File: config.mk
export PLATFORM = sky130hd
export DESIGN_NAME = motor_hour_meter_unit
export DESIGN_NICKNAME = d
export VERILOG_FILES = /design/src/design/mhm_pkg.sv /design/src/design/motor_hour_meter_unit.sv
export SDC_FILE = /design/constraint.sdc
export NUM_CORES = 2
export LEC_CHECK = 0
export CORE_MARGIN = 3
export CORE_UTILIZATION = 30
export CTS_BUF_LIST = sky130_fd_sc_hd__clkbuf_8
export DETAILED_ROUTE_END_ITERATION = 6
export DONT_BUFFER_PORTS = 1
export SYNTH_ARGS = -nofsm -noshare
export SYNTH_HDL_FRONTEND = slang
export SYNTH_SLANG_ARGS = --single-unit
File: constraint.sdc
create_clock -name clock -period 14 [get_ports clock]
set_input_delay 1.4 -clock clock [delete_from_list [all_inputs] [get_ports clock]]
set_output_delay 1.4 -clock clock [all_outputs]
set_load 0.01 [all_outputs]
File: src/design/mhm_pkg.sv
// Constants, types and the divide-by-1000 helper for the motor hour meter.
package mhm_pkg;

   localparam int unsigned TIME_W     = 32;
   localparam int unsigned SEC_W      = 32;
   localparam int unsigned CSR_IDX_W  = 1;
   localparam int unsigned CSR_DATA_W = 32;

   typedef logic [TIME_W-1:0]     time_type;
   typedef logic [SEC_W-1:0]      sec_type;
   typedef logic [CSR_IDX_W-1:0]  csr_idx_type;
   typedef logic [CSR_DATA_W-1:0] csr_data_type;

   localparam csr_idx_type CSR_STORED_TOTAL = 1'd0;
   localparam csr_idx_type CSR_SAVE_INTERVAL = 1'd1;

   localparam time_type SAVE_INTERVAL_RESET = 32'd60000;

   // n / 1000 for any 32-bit n: ceil(2^38 / 1000) reciprocal, exact over the range
   localparam int unsigned   RECIP_W     = 29;
   localparam int unsigned   RECIP_SHIFT = 38;
   localparam int unsigned   PROD_W      = TIME_W + RECIP_W;
   localparam logic [RECIP_W-1:0] RECIP_1000 = 29'h1062_4DD3;

   function automatic sec_type ms_to_sec(input time_type ms);
      logic [PROD_W-1:0] prod;
      prod = {{RECIP_W{1'b0}}, ms} * {{TIME_W{1'b0}}, RECIP_1000};
      return {{(SEC_W-(PROD_W-RECIP_SHIFT)){1'b0}}, prod[PROD_W-1:RECIP_SHIFT]};
   endfunction

endpackage

File: src/design/motor_hour_meter_unit.sv
// Motor hour meter: session timer, run-time total and save requests.
//
// One result beat per request beat, in order. A request is captured in an
// input register; when the result register is free or draining, a single
// pass of logic (three time differences, two reciprocal multiplies for the
// divide by 1000, one 32-bit add and one compare) updates the meter state
// and loads the result register. Throughput is one beat per clock while
// rsp_stall is low. The input register keeps taking a beat while a finished
// result waits under rsp_stall; req_stall rises only when both registers are
// full and the result side is stalled.
//
// Edges of armed and motor_running are taken against the previous beat.
// Arming restarts the session timer; the session seconds hold after
// disarm. A run that ends (motor stop, disarm, or both in one beat) adds
// its whole seconds to the wrapping 32-bit total once and requests a save.
// Disarming with the motor still on restarts run timing at that beat.
// While running, a periodic save is requested once the save interval has
// passed since the last save; save_value is the live total on a strobe
// beat and zero otherwise. All time differences wrap modulo 2^32.
//
// CSR index 0 loads the running total (stored_total_sec); index 1 sets the
// periodic save interval. Write only while the block is idle.
module motor_hour_meter_unit (
   input  logic                  clock,
   input  logic                  reset,
   // request channel
   input  logic                  req_valid,
   output logic                  req_stall,
   input  mhm_pkg::time_type     req_time_ms,
   input  logic                  req_armed,
   input  logic                  req_motor_running,
   // result channel
   output logic                  rsp_valid,
   input  logic                  rsp_stall,
   output mhm_pkg::sec_type      rsp_session_sec,
   output mhm_pkg::sec_type      rsp_total_sec,
   output logic                  rsp_save_strobe,
   output mhm_pkg::sec_type      rsp_save_value,
   // configuration
   input  logic                  csr_we,
   input  mhm_pkg::csr_idx_type  csr_index,
   input  mhm_pkg::csr_data_type csr_wdata
);
   import mhm_pkg::*;

   // input register
   logic     in_vld_ff, in_vld_in;
   time_type in_now_ff;
   logic     in_armed_ff, in_run_ff;

   // result register
   logic     out_vld_ff, out_vld_in;
   sec_type  out_sess_ff, out_total_ff, out_value_ff;
   logic     out_strobe_ff;

   // meter state
   logic     prev_armed_ff, prev_armed_in;
   logic     prev_run_ff, prev_run_in;
   time_type sess_start_ff, sess_start_in;
   sec_type  sess_sec_ff, sess_sec_in;
   time_type run_start_ff, run_start_in;
   sec_type  acc_ff, acc_in;
   time_type last_save_ff, last_save_in;
   time_type interval_ff, interval_in;

   logic     req_take, advance;
   logic     arm_edge, disarm_edge, run_rise, end_run, flush, periodic;
   time_type sess_start_cur, run_start_cur, sess_diff, run_diff, save_gap, last_save_cur;
   sec_type  sess_q, run_q, run_sum, live;

   // handshake: stage advances when the result register is free or draining
   assign advance   = in_vld_ff && (!out_vld_ff || !rsp_stall);
   assign req_stall = in_vld_ff && !advance;
   assign req_take  = req_valid && !req_stall;

   always_comb begin
      in_vld_in = req_take || (in_vld_ff && !advance);
      if (advance) begin
         out_vld_in = 1'b1;
      end else if (!rsp_stall) begin
         out_vld_in = 1'b0;
      end else begin
         out_vld_in = out_vld_ff;
      end
   end

   // single pass over the captured beat
   always_comb begin
      arm_edge    = in_armed_ff && !prev_armed_ff;
      disarm_edge = !in_armed_ff && prev_armed_ff;
      run_rise    = in_run_ff && !prev_run_ff;

      sess_start_cur = arm_edge ? in_now_ff : sess_start_ff;
      sess_diff      = in_now_ff - sess_start_cur;
      sess_q         = ms_to_sec(sess_diff);

      run_start_cur = run_rise ? in_now_ff : run_start_ff;
      run_diff      = in_now_ff - run_start_cur;
      run_q         = ms_to_sec(run_diff);
      run_sum       = acc_ff + run_q;

      // a stop and a disarm in the same beat close the run once
      end_run = prev_run_ff && (!in_run_ff || disarm_edge);
      flush   = end_run || disarm_edge;

      last_save_cur = flush ? in_now_ff : last_save_ff;
      save_gap      = in_now_ff - last_save_cur;
      periodic      = in_run_ff && (save_gap >= interval_ff);

      // live total equals the flushed total whenever the run was closed
      live = (end_run || in_run_ff) ? run_sum : acc_ff;
   end

   // state next values
   always_comb begin
      prev_armed_in = prev_armed_ff;
      prev_run_in   = prev_run_ff;
      sess_start_in = sess_start_ff;
      sess_sec_in   = sess_sec_ff;
      run_start_in  = run_start_ff;
      acc_in        = acc_ff;
      last_save_in  = last_save_ff;
      interval_in   = interval_ff;

      if (advance) begin
         prev_armed_in = in_armed_ff;
         prev_run_in   = in_run_ff;
         sess_start_in = sess_start_cur;
         if (in_armed_ff) begin
            sess_sec_in = sess_q;
         end
         if (end_run) begin
            acc_in       = run_sum;
            run_start_in = in_run_ff ? in_now_ff : '0;
         end else begin
            run_start_in = run_start_cur;
         end
         last_save_in = periodic ? in_now_ff : last_save_cur;
      end

      if (csr_we) begin
         case (csr_index)
            CSR_STORED_TOTAL: begin
               acc_in = csr_wdata;
            end
            CSR_SAVE_INTERVAL: begin
               interval_in = csr_wdata;
            end
            default: begin
               interval_in = interval_ff;
            end
         endcase
      end
   end

   always_ff @(posedge clock) begin
      if (reset) begin
         in_vld_ff     <= 1'b0;
         out_vld_ff    <= 1'b0;
         prev_armed_ff <= 1'b0;
         prev_run_ff   <= 1'b0;
         sess_start_ff <= '0;
         sess_sec_ff   <= '0;
         run_start_ff  <= '0;
         acc_ff        <= '0;
         last_save_ff  <= '0;
         interval_ff   <= SAVE_INTERVAL_RESET;
      end else begin
         in_vld_ff     <= in_vld_in;
         out_vld_ff    <= out_vld_in;
         prev_armed_ff <= prev_armed_in;
         prev_run_ff   <= prev_run_in;
         sess_start_ff <= sess_start_in;
         sess_sec_ff   <= sess_sec_in;
         run_start_ff  <= run_start_in;
         acc_ff        <= acc_in;
         last_save_ff  <= last_save_in;
         interval_ff   <= interval_in;
      end
   end

   // payload registers
   always_ff @(posedge clock) begin
      if (req_take) begin
         in_now_ff   <= req_time_ms;
         in_armed_ff <= req_armed;
         in_run_ff   <= req_motor_running;
      end
      if (advance) begin
         out_sess_ff   <= in_armed_ff ? sess_q : sess_sec_ff;
         out_total_ff  <= live;
         out_strobe_ff <= flush || periodic;
         out_value_ff  <= (flush || periodic) ? live : '0;
      end
   end

   assign rsp_valid       = out_vld_ff;
   assign rsp_session_sec = out_sess_ff;
   assign rsp_total_sec   = out_total_ff;
   assign rsp_save_strobe = out_strobe_ff;
   assign rsp_save_value  = out_value_ff;

endmodule

# Word-level counts from Yosys, hierarchy flattened
# Index checks and enable logic that the tools add are counted.
dict set report word_totals {
  regBits 327
  inputBits 72
  output_inout_bits 99
  elab_cells 62
}
dict set report op_classes {
  add_sub_neg 4
  n_mul 2
  n_lt_le_gt_ge 1
  n_eq_ne 1
  muxes 14
  reduce_logical 23
}
# operator count
set ops {}
lappend ops {{$mux 32} 12}
lappend ops {{$mul 32x29->61 const B} 2}
lappend ops {{$sub 32x32->32} 3}
lappend ops {{$add 32x23->32} 1}
lappend ops {{$ge 32x32->1} 1}
lappend ops {{$logic_and 1x1->1} 8}
lappend ops {{$logic_not 1->1} 8}
lappend ops {{$logic_or 1x1->1} 6}
lappend ops {{$mux 1} 2}
lappend ops {{$ne 2x1->1 const B} 1}
lappend ops {{$reduce_and 2->1} 1}

# Longest topological paths before layout
dict set report logic_depth {
  word_depth 10
  mapped_depth 53
  ltp_nobuf 49
}

# Worst setup path after synthesis
# Ideal clock, no wire load.
dict set report synth_path {
  path_type {flip-flop to flip-flop}
  from {register prev_run_ff}
  to {register out_value_ff[27] (netlist: rsp_save_value[27]), data pin}
  setup_ps 255
  t_arrival_ps 11807
  required_time_ps 13745
  path_slack_ps 1939
  stages_incl_launch_ff 51
  path_buffers 5
  synth_period_minus_slack_ps 12061
  path_cell_list {dfxtp_1 > buf_4 > nor2b_4 > buf_2 > buf_1 > clkbuf_1 > mux2i_1 > ha_1 > o211a_1 > a211oi_1 > o21ai_0 > o21ai_0 > o221ai_2 > a41oi_4 > o41ai_4 > o21a_4 > nor2_1 > xnor2_1 > (+15 left out) > o2111ai_1 > nand2_1 > a41o_1 > o21ai_0 > nor2b_1 > xnor2_1 > ha_1 > and3_1 > o2111a_1 > o21ai_0 > nand4_1 > a21oi_1 > o22ai_1 > o21a_1 > clkbuf_1 > nand4_1 > xnor2_1 > and2_1}
}
dict set report synth_via {
  elab_chain_cells 7
  word_cells_on_any_way 15
  cone_classes {add/sub: 3; mul: 1; order compare: 1; mux: 3; reduce/logical: 7}
}
# item line_no
set synth_rtl {}
lappend synth_rtl {{from (decl)} motor_hour_meter_unit.sv:58} ;# logic prev_run_ff, prev_run_in;
lappend synth_rtl {{from (signal assigned)} motor_hour_meter_unit.sv:172} ;# prev_run_ff <= prev_run_in;
lappend synth_rtl {{$logic_not 1->1} motor_hour_meter_unit.sv:91} ;# run_rise = in_run_ff && !prev_run_ff;
lappend synth_rtl {{$logic_and 1x1->1} motor_hour_meter_unit.sv:91}
lappend synth_rtl {{$mux 32} motor_hour_meter_unit.sv:97} ;# run_start_cur = run_rise ? in_now_ff : run_start_ff;
lappend synth_rtl {{$sub 32x32->32} motor_hour_meter_unit.sv:98} ;# run_diff = in_now_ff - run_start_cur;
lappend synth_rtl {{$mul 32x29->61} mhm_pkg.sv:27} ;# prod = {{RECIP_W{1'b0}}, ms} * {{TIME_W{1'b0}}, RECIP_1000};
lappend synth_rtl {{$add 32x23->32} motor_hour_meter_unit.sv:100} ;# run_sum = acc_ff + run_q;
lappend synth_rtl {{$mux 32 *} motor_hour_meter_unit.sv:111} ;# live = (end_run || in_run_ff) ? run_sum : acc_ff;
lappend synth_rtl {{net live[27]} motor_hour_meter_unit.sv:69} ;# sec_type sess_q, run_q, run_sum, live;
lappend synth_rtl {{to (signal assigned)} motor_hour_meter_unit.sv:193} ;# out_value_ff <= (flush || periodic) ? live : '0;
lappend synth_rtl {{to (decl)} motor_hour_meter_unit.sv:53} ;# sec_type out_sess_ff, out_total_ff, out_value_ff;
# Mark *: on every way through the listed nets, which the timed path passes. The rest lies on a longest branch.
# A chain may end at the register's enable or synchronous reset.

# Worst setup path in the final report
dict set report layout_path {
  from {register in_run_ff}
  to {register out_value_ff[27] (netlist: rsp_save_value[27]), data pin}
}
dict set report layout_via {
  word_cells_on_any_way 16
  cone_classes {add/sub: 3; mul: 1; order compare: 1; mux: 3; reduce/logical: 8}
}
# item line_no
set layout_rtl {}
lappend layout_rtl {{from (decl)} motor_hour_meter_unit.sv:49} ;# logic in_armed_ff, in_run_ff;
lappend layout_rtl {{from (signal assigned)} motor_hour_meter_unit.sv:187} ;# in_run_ff <= req_motor_running;
lappend layout_rtl {{$logic_and 1x1->1} motor_hour_meter_unit.sv:91}
lappend layout_rtl {{$mux 32} motor_hour_meter_unit.sv:97}
lappend layout_rtl {{$sub 32x32->32} motor_hour_meter_unit.sv:98}
lappend layout_rtl {{$mul 32x29->61} mhm_pkg.sv:27}
lappend layout_rtl {{$add 32x23->32} motor_hour_meter_unit.sv:100}
lappend layout_rtl {{$mux 32 *} motor_hour_meter_unit.sv:111}
lappend layout_rtl {{net live[27]} motor_hour_meter_unit.sv:69}
# Marks and branches as above.

==> impl_metrics.ini <==
[status]
status = finished clean

[clocking]
cts_sinks = 327
clock_latency_ps = 730
post_cts_buffers = 0
cts_resized = 0
cts.clk_slew.worst_paths_ps = 70
cts_tree = done
cts_max_level = 2
cts_root_buffer = clkbuf_8
cts_made_buffers = 55
clock_path_buffers = 3
holdBufCountCts = 0

[route]
routed_wl_um = 133000
drc_errors = 0
drt_pass1_iterations = 6
vias = 34200
ant_nets = 0
first_iter_violations = 1871
wl_per_cell_um = 18.9
via_per_inst = 4.88

[worst_setup_path]
rr_endpoint = rsp_save_value[27]
r2r-start = in_run_ff
slowest_delay_ps = 780
cp.arrival_ps = 13210
reg2reg_depth = 43
critPathMostFrequentCell = fa_1
crit_path_end = rsp_save_value[27]
required_ps = 14460
worst-setup-path-type = flop to flop
crit_start = in_run_ff
r2r_slack_ps = 1250
cp_slowest_cell = xor2_1
crit_path_end_kind = flop
start_kind = flop
crit_fanout = 11

[die]
io_pins = 171
coreArea_um2 = 157000
die-height_um = 404
row_count = 145
initial_utilization = 0.303
die_w_um = 404
die_area_um2 = 164000

[layout]
fillerInstances = 16000
area_growth_pct = 8.30
drive_above_1_share = 0.0464
layout.nets = 6478

[sta]
worstMarginPinSlew_ps = 1330
relSlewSlack = 0.112
finalHoldViolCount = 0
slew_viol_final = 0
fin_crit_sh = 0.911
setup_viol = 0
fin_skew_ps = 72.8
rsz0062_at_grt = no
hold_slack_ps = 452
tns_ps = 0
fmax_mhz = 78.4
fin_crit_ps = 12750

[global_routing]
track_usage = 0.162
grt_pass1_vias = 35300
antenna_found_initial = 33
grt_pass1_wl_um = 206000
grt_max_degree = 164
grt-ovfl-total = 0

[yosys]
ys_warn_count = 0
synthTopCellsByArea = fa_1 (25%), ha_1 (24%), edfxtp_1 (8.3%)
synth-main-ff-cell = dfxtp_1
synth.ff_latch_count = 327
yosysTopAreaCell = fa_1
synth_fp_nets = 6453
seq_area_frac_synth = 0.165
synth_edf_count = 131
synth_cells = 4866
synth-async-reset-ratio = 0
syn_avg_cell_area_um2 = 9.78
synth_area_um2 = 47600
synthDistinctLibCells = 93
synth_top_area_frac = 0.252

[min_path]
min_path_type = flop to flop

[flow_run]
timing.max_cap.violations = 0

[place]
dpl.hpwl_um = 110000
portBuffers = 0
gp_congestion = 0.890
-- critical path: cells and delay by family (launching register included) --
family | cells | cell delay (ps)
fa+ha+maj | 11 | 4800
xor+xnor | 3 | 1070
flops | 1 | 320
mux | 1 | 250
buf+inv | 1 | 210
compound gates | 17 | 3820
simple gates | 10 | 2060
-- metrics by stage --
| stage | cell area (µm²) | cells | util | setup slack (ps) |
|---|---|---|---|---|
| after floorplan | 47600 | 4866 | - | 1940 |
| after global placement | 50400 | 6892 | 0.321 | 1380 |
| after detailed placement | 50400 | 6892 | 0.321 | 1190 |
| after CTS | 51500 | 6996 | 0.328 | 1230 |
| after global routing | 51500 | 6997 | 0.328 | 435 |
| final | 51600 | 7007 | 0.329 | 1250 |
-- cell type report --
cell class	count	area [µm²]	share of cell area
Sequential cell	327	7860	0.152
Antenna cell	11	27.5	0.000534
Multi-Input combinational cell	3478	35800	0.695
Inverter	958	3600	0.0697
Tap cell	2058	2570	0.0499
Timing Repair Buffer	71	533	0.0103
Clock buffer	64	881	0.0171
Clock inverter	40	274	0.00531
-- Yosys cell counts, drive strengths merged (35+ instances only) --
cell      n
nor2b    46
nand2b   35
a21oi   270
nand3    56
clkbuf   82
inv     958
fa      599
nor2    233
a21o    123
ha      916
o21ai   138
mux2i   121
nand4    37
dfxtp   196
edfxtp  131
xnor2   125
a211oi   55
nand2   273
xor2     59
-- worst min path at each step --
stage / cells after the start / start / slack [ps] / endpoint
finish: 2 / sess_sec_ff[13] / 450 / sess_sec_ff[13]
global placement: 2 / sess_sec_ff[13] / 430 / sess_sec_ff[13]
detailed placement: 2 / interval_ff[23] / 440 / interval_ff[23]
floorplan: 2 / sess_sec_ff[13] / 430 / sess_sec_ff[13]
CTS: 2 / sess_sec_ff[5] / 450 / sess_sec_ff[5]
global route: 2 / sess_sec_ff[8] / 470 / sess_sec_ff[8]
-- placed cells by master, fill, tap and decap left out, types with 22 or more instances in the layout --
cell,synthesis,final
mux2i_1,121,121
nand4_1,37,37
o21bai_1,33,33
nand2_1,273,273
a21oi_1,266,266
and2_1,24,24
nor2_1,232,232
edfxtp_1,131,131
nand2b_1,33,32
nor3_1,25,25
o21ai_0,128,128
mux2_2,26,26
nand3_1,56,56
buf_4,4,71
and3_1,34,34
clkbuf_8,0,64
fa_1,599,599
o21a_1,22,22
inv_1,958,979
a211oi_1,53,53
dfxtp_1,196,196
xor2_1,58,58
ha_1,916,916
a22oi_1,34,34
a21o_1,123,123
a31oi_1,25,25
xnor2_1,125,121
nor2b_1,45,43
-- registers in the layout, summed over array words and instances (netlist names) --
register / flops
sess_start_ff: 32
prev_armed_ff: 1
in_vld_ff: 1
last_save_ff: 32
acc_ff: 32
rsp_total_sec: 32
in_run_ff: 1
rsp_save_strobe: 1
rsp_valid: 1
in_now_ff: 32
interval_ff: 32
in_armed_ff: 1
rsp_session_sec: 32
prev_run_ff: 1
run_start_ff: 32
sess_sec_ff: 32
rsp_save_value: 32
-- cell families after synthesis --
group / share of synthesized area
XOR/XNOR: 0.0340
AND/OR/NAND/NOR: 0.0789
multiplexers: 0.0316
flip-flops: 0.165
AO/OA/AOI/OAI: 0.113
adder cells (fa/ha/maj): 0.493
buffers and inverters: 0.0842
-- per-layer routing --
layer | track usage | vias up | wire length (µm)
met4 | 0.0473 | 26 | 3920
met3 | 0.0458 | 189 | 10300
met5 | 0 | - | 169
met1 | 0.217 | 16900 | 59300
met2 | 0.256 | 792 | 59100
li1 | - | 16300 | -
Power is not shown: default switching activity piles up to over one toggle a cycle in this logic, so the estimate is an artifact.
